**config.mk**
```make
export PLATFORM = sky130hd
export DESIGN_NAME = sha1_message_digest_core
export DESIGN_NICKNAME = d
export VERILOG_FILES = /design/src/hdl/sha1_pkg.sv /design/src/hdl/sha1_dp.sv /design/src/hdl/sha1_ctrl.sv /design/src/hdl/sha1_message_digest_core.sv
export SDC_FILE = /design/constraint.sdc
export NUM_CORES = 2
export LEC_CHECK = 0
export BUFFER_PORTS_ARGS = -buffer_cell sky130_fd_sc_hd__buf_2
export CORE_MARGIN = 4
export CORE_UTILIZATION = 56
export DETAILED_ROUTE_END_ITERATION = 8
export HOLD_SLACK_MARGIN = 0.1
export PLACE_DENSITY_LB_ADDON = 0.1
export SLEW_MARGIN = 40
export SYNTH_ARGS = -nofsm -noshare
export SYNTH_HDL_FRONTEND = slang
export SYNTH_SLANG_ARGS = --single-unit
```
**constraint.sdc**
```tcl
create_clock -name clk -period 17.8 [get_ports clk]
set_input_delay 1.78 -clock clk [delete_from_list [all_inputs] [get_ports clk]]
set_output_delay 1.78 -clock clk [all_outputs]
set_load 0.02 [all_outputs]
```
**src/hdl/sha1_pkg.sv**
```systemverilog
// Shared types, constants and helper functions for the SHA-1 digest core.
// Used by sha1_ctrl, sha1_dp and sha1_message_digest_core. No dependencies.
package sha1_pkg;

    localparam int unsigned WORD_W   = 32;
    localparam int unsigned LEN_W    = 64;
    localparam int unsigned CNT_W    = 3;
    localparam int unsigned POS_W    = 4;
    localparam int unsigned HASH_N   = 5;
    localparam int unsigned WIN_N    = 16;
    localparam int unsigned ROUNDS   = 80;
    localparam int unsigned ROUND_W  = $clog2(ROUNDS);
    localparam int unsigned BYTES_PW = 4;

    // Initial chaining values H0..H4
    localparam logic [WORD_W-1:0] INIT_H [HASH_N] = '{
        32'h67452301, 32'hEFCDAB89, 32'h98BADCFE, 32'h10325476, 32'hC3D2E1F0
    };

    // Round constants, one per group of twenty rounds
    localparam logic [WORD_W-1:0] K_0 = 32'h5A827999;
    localparam logic [WORD_W-1:0] K_1 = 32'h6ED9EBA1;
    localparam logic [WORD_W-1:0] K_2 = 32'h8F1BBCDC;
    localparam logic [WORD_W-1:0] K_3 = 32'hCA62C1D6;

    // Padding byte placed in the first byte lane
    localparam logic [WORD_W-1:0] PAD_WORD = 32'h80000000;

    // Source of a word written into the schedule window
    typedef enum logic [2:0] {
        SRC_INPUT,
        SRC_PAD,
        SRC_ZERO,
        SRC_LEN_HI,
        SRC_LEN_LO
    } put_src_t;

    // Round group selects the logic function and constant
    typedef enum logic [1:0] {
        STG_CHOOSE,
        STG_PARITY_A,
        STG_MAJORITY,
        STG_PARITY_B
    } stage_t;

    // Commands from controller to datapath
    typedef struct packed {
        logic     put;        // shift a word into the schedule window
        put_src_t src;        // which word to shift in
        logic     add_len;    // add the input word's bits to the length
        logic     load_work;  // copy chaining values into working values
        logic     round;      // run one compression round
        stage_t   stage;      // round group of this round
        logic     add_chain;  // fold working values into chaining values
        logic     emit;       // load digest outputs and reset message state
    } dp_cmd_t;

    // Status from datapath to controller
    typedef struct packed {
        logic pos_is_15;      // next put fills the block
        logic pos_is_14;      // two slots left: room for the length
        logic in_full;        // input word carries all four bytes
    } dp_sts_t;

    function automatic logic [WORD_W-1:0] rotl1(input logic [WORD_W-1:0] x);
        rotl1 = {x[WORD_W-2:0], x[WORD_W-1]};
    endfunction

    function automatic logic [WORD_W-1:0] rotl5(input logic [WORD_W-1:0] x);
        rotl5 = {x[WORD_W-6:0], x[WORD_W-1:WORD_W-5]};
    endfunction

    function automatic logic [WORD_W-1:0] rotl30(input logic [WORD_W-1:0] x);
        rotl30 = {x[1:0], x[WORD_W-1:2]};
    endfunction

endpackage

```
**src/hdl/sha1_dp.sv**
```systemverilog
// Datapath of the SHA-1 digest core: schedule window, round logic,
// chaining values, length counter and digest output registers.
// Depends on sha1_pkg; driven by commands from sha1_ctrl.
module sha1_dp
(
    input  logic                          clk,
    input  logic                          rst_n,
    input  sha1_pkg::dp_cmd_t             cmd,
    output sha1_pkg::dp_sts_t             sts,
    input  logic [sha1_pkg::WORD_W-1:0]   data_word,
    input  logic [sha1_pkg::CNT_W-1:0]    byte_count,
    input  logic                          last,
    output logic [sha1_pkg::WORD_W-1:0]   digest_word_0,
    output logic [sha1_pkg::WORD_W-1:0]   digest_word_1,
    output logic [sha1_pkg::WORD_W-1:0]   digest_word_2,
    output logic [sha1_pkg::WORD_W-1:0]   digest_word_3,
    output logic [sha1_pkg::WORD_W-1:0]   digest_word_4
);

    logic [sha1_pkg::WORD_W-1:0] win_reg   [sha1_pkg::WIN_N];
    logic [sha1_pkg::WORD_W-1:0] work_reg  [sha1_pkg::HASH_N];
    logic [sha1_pkg::WORD_W-1:0] chain_reg [sha1_pkg::HASH_N];
    logic [sha1_pkg::WORD_W-1:0] dig_reg   [sha1_pkg::HASH_N];
    logic [sha1_pkg::LEN_W-1:0]  len_reg;
    logic [sha1_pkg::POS_W-1:0]  pos_reg;

    logic [sha1_pkg::CNT_W-1:0]  cnt;
    logic [sha1_pkg::WORD_W-1:0] keep_mask;
    logic [sha1_pkg::WORD_W-1:0] pad_bit;
    logic [sha1_pkg::WORD_W-1:0] in_word;
    logic [sha1_pkg::LEN_W-1:0]  len_inc;
    logic [sha1_pkg::WORD_W-1:0] put_word;
    logic [sha1_pkg::WORD_W-1:0] sched_new;
    logic [sha1_pkg::WORD_W-1:0] fn;
    logic [sha1_pkg::WORD_W-1:0] k;
    logic [sha1_pkg::WORD_W-1:0] temp;
    logic [sha1_pkg::WORD_W-1:0] shift_in;

    // Clamp the byte count and shape the last word
    always_comb
    begin
        cnt = (byte_count > sha1_pkg::CNT_W'(sha1_pkg::BYTES_PW))
            ? sha1_pkg::CNT_W'(sha1_pkg::BYTES_PW) : byte_count;
        case (cnt)
            3'd0:    begin keep_mask = 32'h00000000; pad_bit = 32'h80000000; end
            3'd1:    begin keep_mask = 32'hFF000000; pad_bit = 32'h00800000; end
            3'd2:    begin keep_mask = 32'hFFFF0000; pad_bit = 32'h00008000; end
            3'd3:    begin keep_mask = 32'hFFFFFF00; pad_bit = 32'h00000080; end
            default: begin keep_mask = 32'hFFFFFFFF; pad_bit = 32'h00000000; end
        endcase
        if (last)
        begin
            in_word = (data_word & keep_mask) | pad_bit;
            len_inc = {{(sha1_pkg::LEN_W-sha1_pkg::CNT_W-3){1'b0}}, cnt, 3'b000};
        end
        else
        begin
            in_word = data_word;
            len_inc = sha1_pkg::LEN_W'(sha1_pkg::WORD_W);
        end
    end

    // Select the word to shift into the window
    always_comb
    begin
        unique case (cmd.src)
            sha1_pkg::SRC_INPUT:  put_word = in_word;
            sha1_pkg::SRC_PAD:    put_word = sha1_pkg::PAD_WORD;
            sha1_pkg::SRC_ZERO:   put_word = '0;
            sha1_pkg::SRC_LEN_HI: put_word = len_reg[sha1_pkg::LEN_W-1:sha1_pkg::WORD_W];
            sha1_pkg::SRC_LEN_LO: put_word = len_reg[sha1_pkg::WORD_W-1:0];
            default:              put_word = '0;
        endcase
    end

    // Message schedule: window holds W[t..t+15], oldest at index 0
    assign sched_new = sha1_pkg::rotl1(win_reg[13] ^ win_reg[8] ^ win_reg[2] ^ win_reg[0]);
    assign shift_in  = cmd.put ? put_word : sched_new;

    // Round function and constant
    always_comb
    begin
        unique case (cmd.stage)
            sha1_pkg::STG_CHOOSE:
            begin
                fn = (work_reg[1] & work_reg[2]) | (~work_reg[1] & work_reg[3]);
                k  = sha1_pkg::K_0;
            end
            sha1_pkg::STG_PARITY_A:
            begin
                fn = work_reg[1] ^ work_reg[2] ^ work_reg[3];
                k  = sha1_pkg::K_1;
            end
            sha1_pkg::STG_MAJORITY:
            begin
                fn = (work_reg[1] & work_reg[2]) | (work_reg[1] & work_reg[3])
                   | (work_reg[2] & work_reg[3]);
                k  = sha1_pkg::K_2;
            end
            default:
            begin
                fn = work_reg[1] ^ work_reg[2] ^ work_reg[3];
                k  = sha1_pkg::K_3;
            end
        endcase
        temp = sha1_pkg::rotl5(work_reg[0]) + fn + work_reg[4] + win_reg[0] + k;
    end

    // Shift the window on a put or a round
    always_ff @(posedge clk)
    begin
        if (cmd.put || cmd.round)
        begin
            for (int i = 0; i < sha1_pkg::WIN_N - 1; i++)
            begin
                win_reg[i] <= win_reg[i+1];
            end
            win_reg[sha1_pkg::WIN_N-1] <= shift_in;
        end
    end

    // Load or advance the working values
    always_ff @(posedge clk)
    begin
        if (cmd.load_work)
        begin
            for (int i = 0; i < sha1_pkg::HASH_N; i++)
            begin
                work_reg[i] <= chain_reg[i];
            end
        end
        else if (cmd.round)
        begin
            work_reg[0] <= temp;
            work_reg[1] <= work_reg[0];
            work_reg[2] <= sha1_pkg::rotl30(work_reg[1]);
            work_reg[3] <= work_reg[2];
            work_reg[4] <= work_reg[3];
        end
    end

    // Hold the digest words for the output channel
    always_ff @(posedge clk)
    begin
        if (cmd.emit)
        begin
            for (int i = 0; i < sha1_pkg::HASH_N; i++)
            begin
                dig_reg[i] <= chain_reg[i];
            end
        end
    end

    // Chaining values, length and fill position
    always_ff @(posedge clk or negedge rst_n)
    begin
        if (!rst_n)
        begin
            for (int i = 0; i < sha1_pkg::HASH_N; i++)
            begin
                chain_reg[i] <= sha1_pkg::INIT_H[i];
            end
            len_reg <= '0;
            pos_reg <= '0;
        end
        else
        begin
            if (cmd.emit)
            begin
                for (int i = 0; i < sha1_pkg::HASH_N; i++)
                begin
                    chain_reg[i] <= sha1_pkg::INIT_H[i];
                end
            end
            else if (cmd.add_chain)
            begin
                for (int i = 0; i < sha1_pkg::HASH_N; i++)
                begin
                    chain_reg[i] <= chain_reg[i] + work_reg[i];
                end
            end

            if (cmd.emit)
            begin
                len_reg <= '0;
            end
            else if (cmd.add_len)
            begin
                len_reg <= len_reg + len_inc;
            end

            if (cmd.emit)
            begin
                pos_reg <= '0;
            end
            else if (cmd.put)
            begin
                pos_reg <= pos_reg + 1'b1;
            end
        end
    end

    assign sts.pos_is_15 = (pos_reg == sha1_pkg::POS_W'(sha1_pkg::WIN_N - 1));
    assign sts.pos_is_14 = (pos_reg == sha1_pkg::POS_W'(sha1_pkg::WIN_N - 2));
    assign sts.in_full   = (cnt == sha1_pkg::CNT_W'(sha1_pkg::BYTES_PW));

    assign digest_word_0 = dig_reg[0];
    assign digest_word_1 = dig_reg[1];
    assign digest_word_2 = dig_reg[2];
    assign digest_word_3 = dig_reg[3];
    assign digest_word_4 = dig_reg[4];

endmodule

```
**src/hdl/sha1_ctrl.sv**
```systemverilog
// Controller of the SHA-1 digest core: input acceptance, padding sequence,
// round counter and output valid. Depends on sha1_pkg; drives sha1_dp.
module sha1_ctrl
(
    input  logic              clk,
    input  logic              rst_n,
    input  logic              in_valid,
    output logic              in_stall,
    input  logic              last,
    output logic              out_valid,
    input  logic              out_stall,
    input  sha1_pkg::dp_sts_t sts,
    output sha1_pkg::dp_cmd_t cmd
);

    typedef enum logic [2:0] {
        S_IDLE,
        S_PAD,
        S_COMP,
        S_ADD,
        S_OUT
    } state_t;

    typedef enum logic [2:0] {
        PH_NONE,
        PH_BYTE80,
        PH_ZEROS,
        PH_LEN_HI,
        PH_LEN_LO,
        PH_DONE
    } phase_t;

    state_t                       state_reg, state_next;
    phase_t                       phase_reg, phase_next;
    logic [sha1_pkg::ROUND_W-1:0] round_reg, round_next;
    logic                         out_valid_reg, out_valid_next;

    localparam logic [sha1_pkg::ROUND_W-1:0] LAST_ROUND = sha1_pkg::ROUND_W'(sha1_pkg::ROUNDS - 1);
    localparam logic [sha1_pkg::ROUND_W-1:0] GRP_1 = sha1_pkg::ROUND_W'(sha1_pkg::ROUNDS / 4);
    localparam logic [sha1_pkg::ROUND_W-1:0] GRP_2 = sha1_pkg::ROUND_W'(sha1_pkg::ROUNDS / 2);
    localparam logic [sha1_pkg::ROUND_W-1:0] GRP_3 = sha1_pkg::ROUND_W'(3 * sha1_pkg::ROUNDS / 4);

    assign in_stall  = (state_reg != S_IDLE);
    assign out_valid = out_valid_reg;

    // Next state and datapath commands
    always_comb
    begin
        cmd            = '0;
        cmd.src        = sha1_pkg::SRC_INPUT;
        cmd.stage      = sha1_pkg::STG_CHOOSE;
        state_next     = state_reg;
        phase_next     = phase_reg;
        round_next     = '0;
        out_valid_next = out_valid_reg && out_stall;

        unique case (state_reg)
            S_IDLE:
            begin
                if (in_valid)
                begin
                    cmd.put     = 1'b1;
                    cmd.src     = sha1_pkg::SRC_INPUT;
                    cmd.add_len = 1'b1;
                    if (last)
                    begin
                        phase_next = sts.in_full ? PH_BYTE80 : PH_ZEROS;
                        state_next = S_PAD;
                    end
                end
            end

            S_PAD:
            begin
                unique case (phase_reg)
                    PH_BYTE80:
                    begin
                        cmd.put    = 1'b1;
                        cmd.src    = sha1_pkg::SRC_PAD;
                        phase_next = PH_ZEROS;
                    end
                    PH_ZEROS:
                    begin
                        if (sts.pos_is_14)
                        begin
                            phase_next = PH_LEN_HI;
                        end
                        else
                        begin
                            cmd.put = 1'b1;
                            cmd.src = sha1_pkg::SRC_ZERO;
                        end
                    end
                    PH_LEN_HI:
                    begin
                        cmd.put    = 1'b1;
                        cmd.src    = sha1_pkg::SRC_LEN_HI;
                        phase_next = PH_LEN_LO;
                    end
                    PH_LEN_LO:
                    begin
                        cmd.put    = 1'b1;
                        cmd.src    = sha1_pkg::SRC_LEN_LO;
                        phase_next = PH_DONE;
                    end
                    default:
                    begin
                        state_next = S_IDLE;
                    end
                endcase
            end

            S_COMP:
            begin
                cmd.round = 1'b1;
                if (round_reg < GRP_1)
                begin
                    cmd.stage = sha1_pkg::STG_CHOOSE;
                end
                else if (round_reg < GRP_2)
                begin
                    cmd.stage = sha1_pkg::STG_PARITY_A;
                end
                else if (round_reg < GRP_3)
                begin
                    cmd.stage = sha1_pkg::STG_MAJORITY;
                end
                else
                begin
                    cmd.stage = sha1_pkg::STG_PARITY_B;
                end
                if (round_reg == LAST_ROUND)
                begin
                    state_next = S_ADD;
                end
                else
                begin
                    round_next = round_reg + 1'b1;
                end
            end

            S_ADD:
            begin
                cmd.add_chain = 1'b1;
                if (phase_reg == PH_DONE)
                begin
                    state_next = S_OUT;
                end
                else if (phase_reg == PH_NONE)
                begin
                    state_next = S_IDLE;
                end
                else
                begin
                    state_next = S_PAD;
                end
            end

            S_OUT:
            begin
                if (!out_valid_reg || !out_stall)
                begin
                    cmd.emit       = 1'b1;
                    out_valid_next = 1'b1;
                    phase_next     = PH_NONE;
                    state_next     = S_IDLE;
                end
            end

            default:
            begin
                state_next = S_IDLE;
            end
        endcase

        // A put into the last slot starts the compression
        if (cmd.put && sts.pos_is_15)
        begin
            cmd.load_work = 1'b1;
            state_next    = S_COMP;
        end
    end

    // Hold state, phase, round count and output valid
    always_ff @(posedge clk or negedge rst_n)
    begin
        if (!rst_n)
        begin
            state_reg     <= S_IDLE;
            phase_reg     <= PH_NONE;
            round_reg     <= '0;
            out_valid_reg <= 1'b0;
        end
        else
        begin
            state_reg     <= state_next;
            phase_reg     <= phase_next;
            round_reg     <= round_next;
            out_valid_reg <= out_valid_next;
        end
    end

    // A pending digest is never overwritten while the receiver stalls
    a_emit_free: assert property (@(posedge clk) disable iff (!rst_n)
        cmd.emit |-> !(out_valid_reg && out_stall))
        else $error("digest loaded over a stalled result");

    // Round counter stays in range during compression
    a_round_range: assert property (@(posedge clk) disable iff (!rst_n)
        (state_reg == S_COMP) |-> (round_reg <= LAST_ROUND))
        else $error("round counter out of range");

    // Compression starts only once the block is full
    a_comp_entry: assert property (@(posedge clk) disable iff (!rst_n)
        (state_reg != S_COMP && state_next == S_COMP) |-> (cmd.put && sts.pos_is_15))
        else $error("compression started on a partial block");

    // A last word is followed by padding, never by another input word
    a_last_pads: assert property (@(posedge clk) disable iff (!rst_n)
        (in_valid && !in_stall && last) |=> in_stall)
        else $error("input accepted right after a last word");

    // Rounds always begin from round zero
    a_round_start: assert property (@(posedge clk) disable iff (!rst_n)
        (state_reg != S_COMP) |=> (state_reg != S_COMP || round_reg == '0))
        else $error("compression entered with nonzero round count");

endmodule

```
**src/hdl/sha1_message_digest_core.sv**
```systemverilog
// SHA-1 message digest core: top level joining controller and datapath.
// Depends on sha1_pkg, sha1_ctrl and sha1_dp.
//
// Usage: the message enters as big-endian 32-bit words on the input channel
// (data_word, byte_count, last; in_valid / in_stall). A word is taken at a
// clock edge with in_valid high and in_stall low. Only the word marked last
// may carry fewer than four bytes; byte_count above four counts as four.
// Each digest leaves on the output channel (digest_word_0..4; out_valid /
// out_stall) and the core is then ready for the next message.
// Rate: a word that does not fill a 16-word block leaves the input ready for
// the next word. The word that fills a block starts 80 rounds of the shared
// round unit, one round per cycle, and then the chaining values are folded
// in; the input stalls meanwhile. After the last word the padding words go
// in, with one or two compressions, and the digest is loaded after the last
// fold, once the output register is free.
// The digest sits in an output register: while the receiver stalls it holds,
// and the next message is accepted meanwhile; only the following digest waits.
// Reset (rst_n, asynchronous, active low) restores the initial chaining
// values, clears the length and empties the output.
module sha1_message_digest_core
(
    input  logic                        clk,
    input  logic                        rst_n,
    input  logic                        in_valid,
    output logic                        in_stall,
    input  logic [sha1_pkg::WORD_W-1:0] data_word,
    input  logic [sha1_pkg::CNT_W-1:0]  byte_count,
    input  logic                        last,
    output logic                        out_valid,
    input  logic                        out_stall,
    output logic [sha1_pkg::WORD_W-1:0] digest_word_0,
    output logic [sha1_pkg::WORD_W-1:0] digest_word_1,
    output logic [sha1_pkg::WORD_W-1:0] digest_word_2,
    output logic [sha1_pkg::WORD_W-1:0] digest_word_3,
    output logic [sha1_pkg::WORD_W-1:0] digest_word_4
);

    sha1_pkg::dp_cmd_t cmd;
    sha1_pkg::dp_sts_t sts;

    // Sequence words, padding, rounds and output
    sha1_ctrl u_ctrl
    (
        .clk       (clk),
        .rst_n     (rst_n),
        .in_valid  (in_valid),
        .in_stall  (in_stall),
        .last      (last),
        .out_valid (out_valid),
        .out_stall (out_stall),
        .sts       (sts),
        .cmd       (cmd)
    );

    // Hold the schedule, working and chaining values
    sha1_dp u_dp
    (
        .clk           (clk),
        .rst_n         (rst_n),
        .cmd           (cmd),
        .sts           (sts),
        .data_word     (data_word),
        .byte_count    (byte_count),
        .last          (last),
        .digest_word_0 (digest_word_0),
        .digest_word_1 (digest_word_1),
        .digest_word_2 (digest_word_2),
        .digest_word_3 (digest_word_3),
        .digest_word_4 (digest_word_4)
    );

endmodule

```
==> flow_summary.yaml <==
outcome:
  status: "finished, final reports clean"
timing:
  setup_viol: 0
  rsz0062_at_grt: "no"
  worst_slew_pin_slew_ns: 0.831
  relSlewSlack_pct: 44.6
  totalNegativeSetupSlack_ns: 0
  fin_crit_sh_pct: 48.5
  fmax_mhz: 116
  fin_crit_ns: 8.64
  drv_slew: 0
  finalClockSkew_ns: 0.0296
  hold_viol_final: 0
global_route:
  grt_first_pass_wirelength_um: 191000
  grt_usage_pct: 25.7
  grt_max_degree: 188
  gr-total-overflow: 0
  grt_pass1_vias: 31443
  antenna_found_initial: 2
layout:
  finalNonFillerCells: 5599
  final_area_sq_um: 57300
  seqCellArea_sq_um: 31100
  fin_nets: 4700
  fillers: 7038
  post-route-util_pct: 63.4
  antenna_cells: 0
  drive_gt1_share_pct: 12.4
  largest_register_ffs: 512
  area_growth_pct: 11.8
  multiInputGateArea_sq_um: 18600
critical_path:
  r2r_end: "u_dp.work_reg[0][30]"
  reg2reg_from: "u_ctrl.state_reg[0]"
  critPathLaunchType: "flop"
  worstSetupPathType: "flop to flop"
  reg2reg_slack_ns: 9.16
  crit_path_end_kind: "flop"
  required_ns: 18.23
  crit_slowest_cell: "inv_2"
  cp_max_fo: 55
  slowest_delay_ns: 0.58
  r2r_cells: 24
  path_cells: "inv_1 > nand3b_1 > a21oi_4 > buf_4 > inv_2 > ha_1 > inv_2 > nand2_1 > fa_1 > fa_1 > inv_1 > fa_1 > inv_1 > ha_1 > a21o_1 > a21o_1 > a2111oi_0 > o21ai_1 > a22o_1 > a221o_1 > a211oi_1 > a21oi_1 > xnor2_1 > o21ai_1"
  critPathTopFamily: "compound AO/OA/AOI/OAI gates"
  critPathArrivalTime_ns: 9.07
  cp.buffers_inverters: 6
clock_network:
  clk_path_buf_depth: 3
  cts.sinks: 1071
  ctsRootBufferMaster: "clkbuf_16"
  cts.clk_slew.worst_paths_ns: 0.07
  cts_buffers: 108
  postCtsSetupBuffers: 0
  cts_tree: "built"
  ctsHtreeMaxLevel: 3
  clk_latency_ns: 0.70
  ctsResizeCount: 0
  postCtsHoldBufs: 0
synth:
  avgSynthCellArea_sq_um: 12.5
  synth_flop_cell: "edfxtp_1"
  ys_async_sr_fraction_pct: 22.3
  yosys_warnings: 0
  syn_area_sq_um: 51300
  syn-num-nets: 4484
  ys_seq_area_share_pct: 60.6
  synth-edff-count: 832
  synth_seq_cells: 1071
  syn_inst: 4115
  yosysUniqueCellTypes: 91
floorplanning:
  fp.dieH_um: 311
  num_rows: 110
  initial_core_util_pct: 56.7
  core_sq_um: 90400
  pin_count: 202
  die_width_um: 311
  dieArea_sq_um: 96400
routing:
  detail_route.drc_violations: 0
  vias_per_cell: 5.81
  drt_pass1_iterations: 8
  wl_per_cell_um: 22.3
  ant_nets: 0
  via_count: 32556
  drtIter0Drc: 3480
  wl_um: 125000
run:
  maxCapViolCount: 0
placement:
  io_buffer_count: 201
  dp.cells: 5396
  dp_hpwl_um: 89000
  gp_congestion: 0.923
  placed_cell_area_sq_um: 53700
hold_path:
  min_from: "u_dp.win_reg[1][194]"
  min_path_cells: 0
  hold_path_end: "u_dp.win_reg[1][162]"
  hold_class: "flop to flop"
-- cells in the mapped netlist, types with 28 or more instances --
cell type / n / area (sq um)
nand2b_1: 32 / 200
edfxtp_1: 832 / 25000
nor2_1: 163 / 612
xor2_1: 102 / 893
nand2_1: 472 / 1770
dfrtp_1: 159 / 3980
o21ai_0: 331 / 1660
nand3_1: 98 / 490
dfstp_2: 80 / 2100
a21o_1: 83 / 623
or3_1: 28 / 175
fa_1: 124 / 2480
ha_1: 205 / 2560
nor3_1: 32 / 160
xnor2_1: 203 / 1780
a21oi_1: 212 / 1060
a222oi_1: 28 / 280
o22ai_1: 49 / 307
o211ai_1: 37 / 278
and3_1: 38 / 238
clkbuf_1: 111 / 417
mux2i_1: 36 / 360
inv_1: 321 / 1200
-- worst max-delay path by stage --
stage	startpoint	to	slack [ns]	depth (start not counted)
finish	u_ctrl.state_reg[0]	u_dp.work_reg[0][30]	9.16	24
global placement	u_ctrl.state_reg[0]	u_dp.work_reg[0][30]	8.95	24
detailed placement	u_ctrl.state_reg[0]	u_dp.work_reg[0][30]	9.20	24
global route	u_ctrl.state_reg[0]	u_dp.work_reg[0][30]	8.75	24
floorplan	in_valid	u_dp.win_reg[0][0]	6.22	2
CTS	u_ctrl.state_reg[0]	u_dp.work_reg[0][30]	9.16	24
-- logic make-up (layout without fill, tap and decap cells) --
logic type	count (synthesis)	in the layout	share of synthesized area, %
xor+xnor	305	305	5.21
flops	1071	1071	60.6
simple gates	976	976	8.75
fa+ha+maj	330	330	9.87
mux	41	41	0.813
compound gates	941	941	11.4
buf+inv	451	759	3.31
-- layout by cell type, fill, tap and decap left out, types with 32 or more instances in the layout --
| cell | count |
|---|---|
| ha_1 | 205 |
| buf_2 | 200 |
| dfrtp_1 | 159 |
| dfstp_2 | 80 |
| fa_1 | 124 |
| mux2i_1 | 36 |
| nor3_1 | 32 |
| o22ai_1 | 49 |
| xor2_1 | 102 |
| a21o_1 | 83 |
| inv_1 | 319 |
| nand2b_1 | 32 |
| nand3_1 | 96 |
| xnor2_1 | 203 |
| nor2_1 | 160 |
| clkbuf_16 | 108 |
| edfxtp_1 | 832 |
| o21ai_0 | 330 |
| o211ai_1 | 37 |
| a21oi_1 | 211 |
| and3_1 | 38 |
| nand2_1 | 470 |
-- cell type report --
cell class	count	share of cell area, %
clock buffers	142	5.11
clock inverters	60	1.14
inverters	323	2.14
multi-input cells	2593	32.4
flip-flops and latches	1071	54.2
well taps	1176	2.57
repair buffers	234	2.43
-- layer usage --
layer  vias to the layer above  global-route usage, %  wire length, um  part of all wire (%)
met5                         -                      0                0                     0
met4                         0                   9.57             5210                   4.2
met3                       225                   3.38             7250                   5.8
met2                      1076                   40.0            56900                    45
met1                     15975                   37.3            55700                    45
li1                      15280                      -                -                     -
-- through the flow --
step	setup slack (ns)	hold WS, ns
floorplan	6.22	0.400
global placement	8.95	0.400
detailed placement	9.20	0.405
CTS	9.16	0.409
global route	8.75	0.411
finish	9.16	0.411
Power is not shown: default switching activity piles up to over one toggle a cycle in this logic, so the estimate is an artifact.
